`config.mk`:
```
export PLATFORM = sky130hd
export DESIGN_NAME = tdc_hit_bank_deframer_core
export DESIGN_NICKNAME = d
export VERILOG_FILES = /design/src/rtl/tdcdf_pkg.sv /design/src/rtl/tdc_hit_bank_deframer_core.sv /design/src/rtl/tdcdf_parser.sv
export VERILOG_INCLUDE_DIRS = /design/src /design/src/rtl
export SDC_FILE = /design/constraint.sdc
export NUM_CORES = 2
export LEC_CHECK = 0
export BUFFER_PORTS_ARGS = -buffer_cell sky130_fd_sc_hd__buf_2
export CAP_MARGIN = 30
export CORE_MARGIN = 2
export CORE_UTILIZATION = 40
export CTS_BUF_LIST = sky130_fd_sc_hd__clkbuf_8 sky130_fd_sc_hd__clkbuf_16
export DETAILED_ROUTE_END_ITERATION = 8
export PLACE_DENSITY = 0.65
export RECOVER_POWER = 100
export SYNTH_ARGS = -nofsm -noshare
export SYNTH_HDL_FRONTEND = slang
export SYNTH_SLANG_ARGS = --single-unit
```
`constraint.sdc`:
```
create_clock -name clk -period 21.2 [get_ports clk]
set_clock_uncertainty 0.1 [all_clocks]
set_input_delay 0 -clock clk [delete_from_list [all_inputs] [get_ports clk]]
set_output_delay 0 -clock clk [all_outputs]
set_load 0.01 [all_outputs]
```
`src/rtl/assert_macros.svh`:
```
// assertion macros used by the deframer core
// expects a clock named clk and an active-high reset named rst in scope
`ifndef ASSERT_MACROS_SVH
`define ASSERT_MACROS_SVH

// antecedent implies consequent in the same cycle
`define ASSERT_IMP(label, ante, cons, msg) \
  label: assert property (@(posedge clk) disable iff (rst) (ante) |-> (cons)) \
    else $error(msg);

// antecedent implies consequent in the next cycle
`define ASSERT_NXT(label, ante, cons, msg) \
  label: assert property (@(posedge clk) disable iff (rst) (ante) |=> (cons)) \
    else $error(msg);

`endif

```
`src/rtl/tdcdf_pkg.sv`:
```
// types, constants and the per-byte record parser step for the tdc hit bank deframer
// no dependencies
`default_nettype none

package tdcdf_pkg;

  localparam int WORD_W    = 32;
  localparam int CRATE_W   = 17;
  localparam int SLOTOFF_W = 9;
  localparam int SLOT_W    = 10;
  localparam int CHAN_W    = 7;
  localparam int TDC_W     = 15;
  localparam int HIT_W     = CRATE_W + SLOT_W + CHAN_W + TDC_W;
  localparam int TDATA_W   = ((HIT_W + 7) / 8) * 8;
  localparam int CFG_IDX_W = 2;

  localparam logic [CFG_IDX_W-1:0] CFG_CRATE_TAG   = 2'd0;
  localparam logic [CFG_IDX_W-1:0] CFG_SLOT_OFFSET = 2'd1;

  localparam logic [CRATE_W-1:0] CRATE_TAG_RESET = 17'h1FFFF;

  // record byte positions
  localparam logic [4:0] IDX_SLOT = 5'd0;
  localparam logic [4:0] IDX_CNT0 = 5'd13;
  localparam logic [4:0] IDX_CNT1 = 5'd14;
  localparam logic [4:0] IDX_CNT2 = 5'd15;
  localparam logic [4:0] IDX_CNT3 = 5'd16;
  localparam logic [4:0] IDX_CHAN = 5'd17;
  localparam logic [4:0] IDX_TLO  = 5'd18;
  localparam logic [4:0] IDX_THI  = 5'd19;

  localparam logic [33:0] REC_HDR_BYTES = 34'd17;
  localparam logic [33:0] HIT_BYTES     = 34'd3;

  typedef enum logic [2:0] {
    PH_FMT_HDR  = 3'd0,
    PH_FMT_SKIP = 3'd1,
    PH_DLEN     = 3'd2,
    PH_HDR2     = 3'd3,
    PH_DATA     = 3'd4,
    PH_IDLE     = 3'd5
  } phase_t;

  typedef struct packed {
    phase_t      phase;
    logic [15:0] fmt_left;
    logic [31:0] dlen;
    logic [33:0] dbytes;
    logic [4:0]  ridx;
    logic [31:0] hits;
    logic [7:0]  slot;
    logic [23:0] count;
    logic [7:0]  chan;
    logic [7:0]  tlo;
  } parse_t;

  // first member sits in the high bits, so crate lands lowest
  typedef struct packed {
    logic        [TDC_W-1:0]   tdc;
    logic        [CHAN_W-1:0]  channel;
    logic signed [SLOT_W-1:0]  slot;
    logic signed [CRATE_W-1:0] crate;
  } hit_t;

  typedef struct packed {
    logic [1:0] n;
    hit_t       h0;
    hit_t       h1;
  } hits_t;

  typedef struct packed {
    parse_t      s;
    logic        hv;
    logic [15:0] raw;
  } byte_res_t;

  function automatic byte_res_t take_byte(parse_t s, logic [7:0] b);
    byte_res_t   r;
    logic [31:0] n;
    r     = '{s: s, hv: 1'b0, raw: 16'd0};
    n     = {b, s.count};
    if (s.phase == PH_DATA) begin
      if (r.s.ridx == IDX_CHAN && r.s.hits == 32'd0) begin
        r.s.ridx = IDX_SLOT;
      end
      if (r.s.ridx == IDX_SLOT && r.s.dbytes < REC_HDR_BYTES) begin
        r.s.phase = PH_IDLE;
      end else if (r.s.ridx == IDX_CHAN && r.s.dbytes < HIT_BYTES) begin
        r.s.phase = PH_IDLE;
      end else begin
        r.s.dbytes = r.s.dbytes - 34'd1;
        if (r.s.ridx == IDX_SLOT) begin
          r.s.slot = b;
          r.s.ridx = 5'd1;
        end else if (r.s.ridx < IDX_CNT0) begin
          r.s.ridx = r.s.ridx + 5'd1;
        end else if (r.s.ridx < IDX_CNT3) begin
          // count bytes start cleared, so plain assignment matches or-in
          case (r.s.ridx)
            IDX_CNT0: r.s.count[7:0]   = b;
            IDX_CNT1: r.s.count[15:8]  = b;
            default:  r.s.count[23:16] = b;
          endcase
          r.s.ridx = r.s.ridx + 5'd1;
        end else if (r.s.ridx == IDX_CNT3) begin
          r.s.hits  = n[31] ? 32'd0 : n;
          r.s.count = 24'd0;
          r.s.ridx  = IDX_CHAN;
        end else if (r.s.ridx == IDX_CHAN) begin
          r.s.chan = b;
          r.s.ridx = IDX_TLO;
        end else if (r.s.ridx == IDX_TLO) begin
          r.s.tlo  = b;
          r.s.ridx = IDX_THI;
        end else begin
          r.raw    = {b, r.s.tlo};
          r.hv     = 1'b1;
          r.s.hits = r.s.hits - 32'd1;
          r.s.ridx = IDX_CHAN;
        end
      end
    end
    return r;
  endfunction

endpackage

`default_nettype wire

```
`src/rtl/tdc_hit_bank_deframer_core.sv`:
```
// Deframes a packed tdc hit bank arriving one 32-bit word per transfer, low byte first,
// and emits one result per hit (crate, slot, channel, tdc) with tlast on the final hit
// of each word. A word is registered at the input and parsed from that register into a
// result register that holds up to two hits. A new word is taken every cycle while the
// result side accepts and words give at most one hit; a word giving two hits holds the
// input until its second hit leaves, set by the single result port. Configuration
// writes (index 0 crate tag, index 1 slot offset) belong between buffers, with the block
// idle. Depends on tdcdf_pkg, tdcdf_parser and assert_macros.svh.
`default_nettype none

`include "assert_macros.svh"

module tdc_hit_bank_deframer_core (
  input  wire logic                              clk,
  input  wire logic                              rst,
  input  wire logic                              s_tvalid,
  output logic                                   s_tready,
  input  wire logic [tdcdf_pkg::WORD_W-1:0]      s_tdata,   // word
  input  wire logic                              s_tlast,   // last_word
  output logic                                   m_tvalid,
  input  wire logic                              m_tready,
  output logic [tdcdf_pkg::TDATA_W-1:0]          m_tdata,   // crate, slot, channel, tdc
  output logic                                   m_tlast,   // last hit of the word
  input  wire logic                              cfg_valid,
  output logic                                   cfg_ready,
  input  wire logic [tdcdf_pkg::CFG_IDX_W-1:0]   cfg_index,
  input  wire logic [tdcdf_pkg::CRATE_W-1:0]     cfg_data
);
  import tdcdf_pkg::*;

  logic [CRATE_W-1:0]   crate_tag;
  logic [SLOTOFF_W-1:0] slot_offset;

  logic              iv;
  logic [WORD_W-1:0] iword;
  logic              ilast;

  logic  pv;
  logic  pcnt2;
  logic  psel;
  hit_t  p0;
  hit_t  p1;
  hits_t hits;

  logic pop_final;
  logic pair_free;
  logic process;

  assign cfg_ready = 1'b1;

  always_ff @(posedge clk) begin
    if (rst) begin
      crate_tag   <= CRATE_TAG_RESET;
      slot_offset <= '0;
    end else if (cfg_valid && cfg_ready) begin
      unique case (cfg_index)
        CFG_CRATE_TAG:   crate_tag   <= cfg_data;
        CFG_SLOT_OFFSET: slot_offset <= cfg_data[SLOTOFF_W-1:0];
        default: begin
        end
      endcase
    end
  end

  // final hit of the held pair leaves this cycle
  assign pop_final = pv && m_tready && (psel || !pcnt2);
  assign pair_free = !pv || pop_final;
  assign process   = iv && pair_free;
  assign s_tready  = !iv || process;

  always_ff @(posedge clk) begin
    if (rst) begin
      iv <= 1'b0;
    end else if (s_tready) begin
      iv <= s_tvalid;
    end
  end

  always_ff @(posedge clk) begin
    if (s_tvalid && s_tready) begin
      iword <= s_tdata;
      ilast <= s_tlast;
    end
  end

  tdcdf_parser u_parser (
    .clk         (clk),
    .rst         (rst),
    .step        (process),
    .word        (iword),
    .last_word   (ilast),
    .crate_tag   (crate_tag),
    .slot_offset (slot_offset),
    .hits        (hits)
  );

  always_ff @(posedge clk) begin
    if (rst) begin
      pv    <= 1'b0;
      pcnt2 <= 1'b0;
      psel  <= 1'b0;
    end else if (process) begin
      pv    <= (hits.n != 2'd0);
      pcnt2 <= (hits.n == 2'd2);
      psel  <= 1'b0;
    end else if (pop_final) begin
      pv   <= 1'b0;
      psel <= 1'b0;
    end else if (pv && m_tready) begin
      psel <= 1'b1;
    end
  end

  always_ff @(posedge clk) begin
    if (process) begin
      p0 <= hits.h0;
      p1 <= hits.h1;
    end
  end

  assign m_tvalid = pv;
  assign m_tdata  = {{(TDATA_W-HIT_W){1'b0}}, (psel ? p1 : p0)};
  assign m_tlast  = psel || !pcnt2;

  `ASSERT_IMP(a_second_hit_only_in_pair, pv && psel, pcnt2, "second hit shown without a pair")
  `ASSERT_NXT(a_hits_load_result, process && hits.n != 2'd0, pv && !psel,
              "parsed hits did not reach the result register")
  `ASSERT_NXT(a_stall_holds_select, pv && !m_tready, pv && $stable(psel),
              "result selection moved while stalled")

endmodule

`default_nettype wire

```
`src/rtl/tdcdf_parser.sv`:
```
// word-level deframer state machine with the record parse of four bytes per word
// depends on tdcdf_pkg
`default_nettype none

module tdcdf_parser (
  input  wire logic                              clk,
  input  wire logic                              rst,
  input  wire logic                              step,
  input  wire logic [tdcdf_pkg::WORD_W-1:0]      word,
  input  wire logic                              last_word,
  input  wire logic [tdcdf_pkg::CRATE_W-1:0]     crate_tag,
  input  wire logic [tdcdf_pkg::SLOTOFF_W-1:0]   slot_offset,
  output tdcdf_pkg::hits_t                       hits
);
  import tdcdf_pkg::*;

  parse_t      st;
  parse_t      st_next;
  parse_t      cur;
  byte_res_t   br;
  hit_t        h;
  logic [33:0] total;
  logic [33:0] pad;
  logic [15:0] fmt_dec;

  always_comb begin
    cur     = st;
    hits    = '0;
    br      = '0;
    h       = '0;
    total   = {st.dlen - 32'd1, 2'b00};
    pad     = {32'd0, word[15:14]};
    fmt_dec = st.fmt_left - 16'd1;
    unique case (st.phase)
      PH_FMT_HDR: begin
        cur.fmt_left = word[15:0];
        cur.phase    = (word[15:0] != 16'd0) ? PH_FMT_SKIP : PH_DLEN;
      end
      PH_FMT_SKIP: begin
        cur.fmt_left = fmt_dec;
        if (fmt_dec == 16'd0) begin
          cur.phase = PH_DLEN;
        end
      end
      PH_DLEN: begin
        cur.dlen  = word;
        cur.phase = PH_HDR2;
      end
      PH_HDR2: begin
        if (st.dlen == 32'd0 || total <= pad) begin
          cur.phase = PH_IDLE;
        end else begin
          cur.dbytes = total - pad;
          cur.ridx   = IDX_SLOT;
          cur.hits   = 32'd0;
          cur.count  = 24'd0;
          cur.phase  = PH_DATA;
        end
      end
      PH_DATA: begin
        for (int k = 0; k < 4; k++) begin
          br  = take_byte(cur, word[8*k +: 8]);
          cur = br.s;
          h.crate   = crate_tag;
          h.slot    = {{2{br.s.slot[7]}}, br.s.slot}
                    + {slot_offset[SLOTOFF_W-1], slot_offset};
          h.channel = {br.s.chan[5:0], br.raw[15]};
          h.tdc     = br.raw[14:0];
          if (br.hv) begin
            if (hits.n == 2'd0) begin
              hits.h0 = h;
            end else begin
              hits.h1 = h;
            end
            hits.n = hits.n + 2'd1;
          end
        end
      end
      default: begin
      end
    endcase
    st_next = last_word ? parse_t'('0) : cur;
  end

  always_ff @(posedge clk) begin
    if (rst) begin
      st <= '0;
    end else if (step) begin
      st <= st_next;
    end
  end

endmodule

`default_nettype wire
```
==> metrics.yaml <==
final_cell_mix: "nor2_1 (395), nand2_1 (353), a21oi_1 (284)"
cts-htree-levels: 2
placed_area_mm2: 0.0325
ys_types: 124
violations: "capacitance limit, slew limit"
peakVddDrop_mv: 0.0556
cts_root_buf: "clkbuf_16"
wl_per_cell_um: 29.4
p_leak_nw: 13.5
rsz0062_at_grt: "no"
yosysTopAreaCellShare: 0.128
final_common_cell: "nor2_1"
holdBufCountCts: 100
synth-async-reset-ratio: 0
fin_cells: 5168
synth_area_per_cell_um2: 7.66
worst_hold_path_type: "input pin to flip-flop"
drive_gt1_frac: 0.104
crit_required_ns: 21.53
slowest_delay_ns: 0.96
worstSetupPathType: "flip-flop to flip-flop"
final_area_mm2: 0.0346
seq_area_frac_synth: 0.256
start_util: 0.405
worstMarginPinSlew_ns: 3.26
critical_path.max_fanout: 27
rows: 101
antenna_left: 0
post_cts_buffers: 0
start_kind: "flip-flop"
portBuffers: 108
final.period_utilization: 0.811
ys_seq_elements: 329
outcome: "finished with violations"
core_area_mm2: 0.0762
cts_tree: "built"
power_density_mw_per_mm2: 47.0
multi_input_area_mm2: 0.0214
gp_congestion: 1.04
clk_pin_slew_ns: 0.06
critPathArrivalTime_ns: 17.52
dp_cells: 4983
grt_pass1_wl_um: 218000
wirelength_um: 152000
grt_antenna_before_repair: 9
dp_slack_ns: 6.65
gr-total-overflow: 0
die_h_um: 282
maxCapViolations: 10
finalCriticalPeriod_ns: 17.19
insertion_delay_ns: 0.61
die_w_um: 282
synth_top_area_cell: "dfxtp_1"
cp-end-kind: "flip-flop"
setup_violations: 0
drc: 0
yosysWarnings: 0
post_cts_resized: 0
grt_pass1_vias: 31500
grt_usage: 0.370
synthToLayoutAreaGrowth_pct: 12.2
critical-path-slowest-cell: "clkbuf_1"
area.sequential_mm2: 0.00790
first_pass_iters: 9
fin_tns_setup_ns: 0
final_util: 0.455
dr.first_iter.drc_count: 5476
cts_inserted_buffers: 43
timing.fmax_ghz: 0.0582
hold_viol: 0
grt_max_degree: 84
pin_count: 117
viasPerCell: 6.72
synth-main-ff-cell: "dfxtp_1"
vias: 34700
syn_inst: 4031
fill_cells: 7790
syn_area_mm2: 0.0309
dp_hpwl_um: 112000
clock_sinks: 329
final_nets: 4225
synth_area_leaders: "dfxtp_1 (13%), edfxtp_1 (13%), nor2_1 (4.9%)"
synth_edf_count: 131
cts_buffer_depth: 3
slew_viol_final: 363
maxSlewHeadroom: -1.17
fin_ws_ns: 4.01
die-area_mm2: 0.0795
[cell usage after synthesis, types with 55 or more instances]
cell type / count
a211oi_1: 68
a21oi_1: 284
a22o_1: 64
a22oi_1: 138
a31oi_1: 65
and2_1: 57
clkbuf_1: 227
dfxtp_1: 198
edfxtp_1: 131
ha_1: 61
inv_1: 83
mux2_2: 90
mux2i_1: 58
nand2_1: 355
nand3_1: 112
nor2_1: 400
nor3_1: 149
nor4_1: 73
o21ai_0: 229
o22ai_1: 57
or3_1: 55
xnor2_1: 124
xor2_1: 76
[metal layers]
metal / vias to the layer above / track usage / wire [um]
li1: 15400 / - / -
met1: 16600 / 0.488 / 60100
met2: 2224 / 0.532 / 62200
met3: 489 / 0.0803 / 16400
met4: 2 / 0.268 / 13200
met5: - / 0 / 7
[critical path: cells and delay by family, from the launching register on]
family	cells	cell delay [ns]
adders and majority gates	3	0.90
DFF	1	0.30
AOI/OAI and AO/OA	13	4.94
buffers and inverters	3	1.35
and+or+nand+nor	20	8.79
muxes	1	0.43
xor gates and xnor gates	1	0.16
[per-stage QoR]
step,hold slack [ns],power (mW)
6_report,0.0129,1.63
5_1_grt,0.0224,1.67
4_1_cts,0.00500,1.63
3_5_place_dp,0.0781,0.884
3_3_place_gp,0.0759,0.883
2_1_floorplan,-0.00113,0.802
[power by group]
part | switching (mW) | internal [mW] | leakage, nW
registers | 0.00984 | 0.669 | 3.01
logic | 0.149 | 0.0669 | 9.78
clock network | 0.316 | 0.417 | 0.693
[sequential cells by signal, indices dropped and copies added, names as in the netlist]
register,cells
u_parser.st,168
psel,1
crate_tag,17
ilast,1
p0,49
pcnt2,1
iv,1
iword,32
p1,49
m_tvalid,1
slot_offset,9
[final timing paths]
kind / startpoint / endpoint / slack [ns] / cells past startpoint
min: s_tdata[31] / iword[31] / 0.01 / 2
max: u_parser.st[84] / p0[25] / 4.01 / 41
max reg2reg: u_parser.st[84] / p0[25] / 4.01 / 41
min reg2reg: u_parser.st[10] / u_parser.st[10] / 0.36 / 2
[layout make-up]
cell class | instances | area share
clock buffer | 46 | 0.0323
antenna | 4 | 0.000289
sequential | 329 | 0.228
clock inverter | 30 | 0.00711
timing repair buffer | 335 | 0.0685
multi-input combinational | 3307 | 0.617
inverter | 87 | 0.00946
tap | 1030 | 0.0372
[kinds of logic (layout without fill, tap and decap cells)]
family,count (synthesis),in the layout,synth area share
AO/OA/AOI/OAI,1318,1318,0.291
other,2,12,0.000243
buffers and inverters,401,498,0.0532
multiplexers,152,152,0.0531
AND/OR/NAND/NOR,1563,1563,0.262
XOR/XNOR,201,201,0.0574
flip-flops,329,329,0.256
adder cells (fa/ha/maj),65,65,0.0273
(Power assumes the default switching activity.)
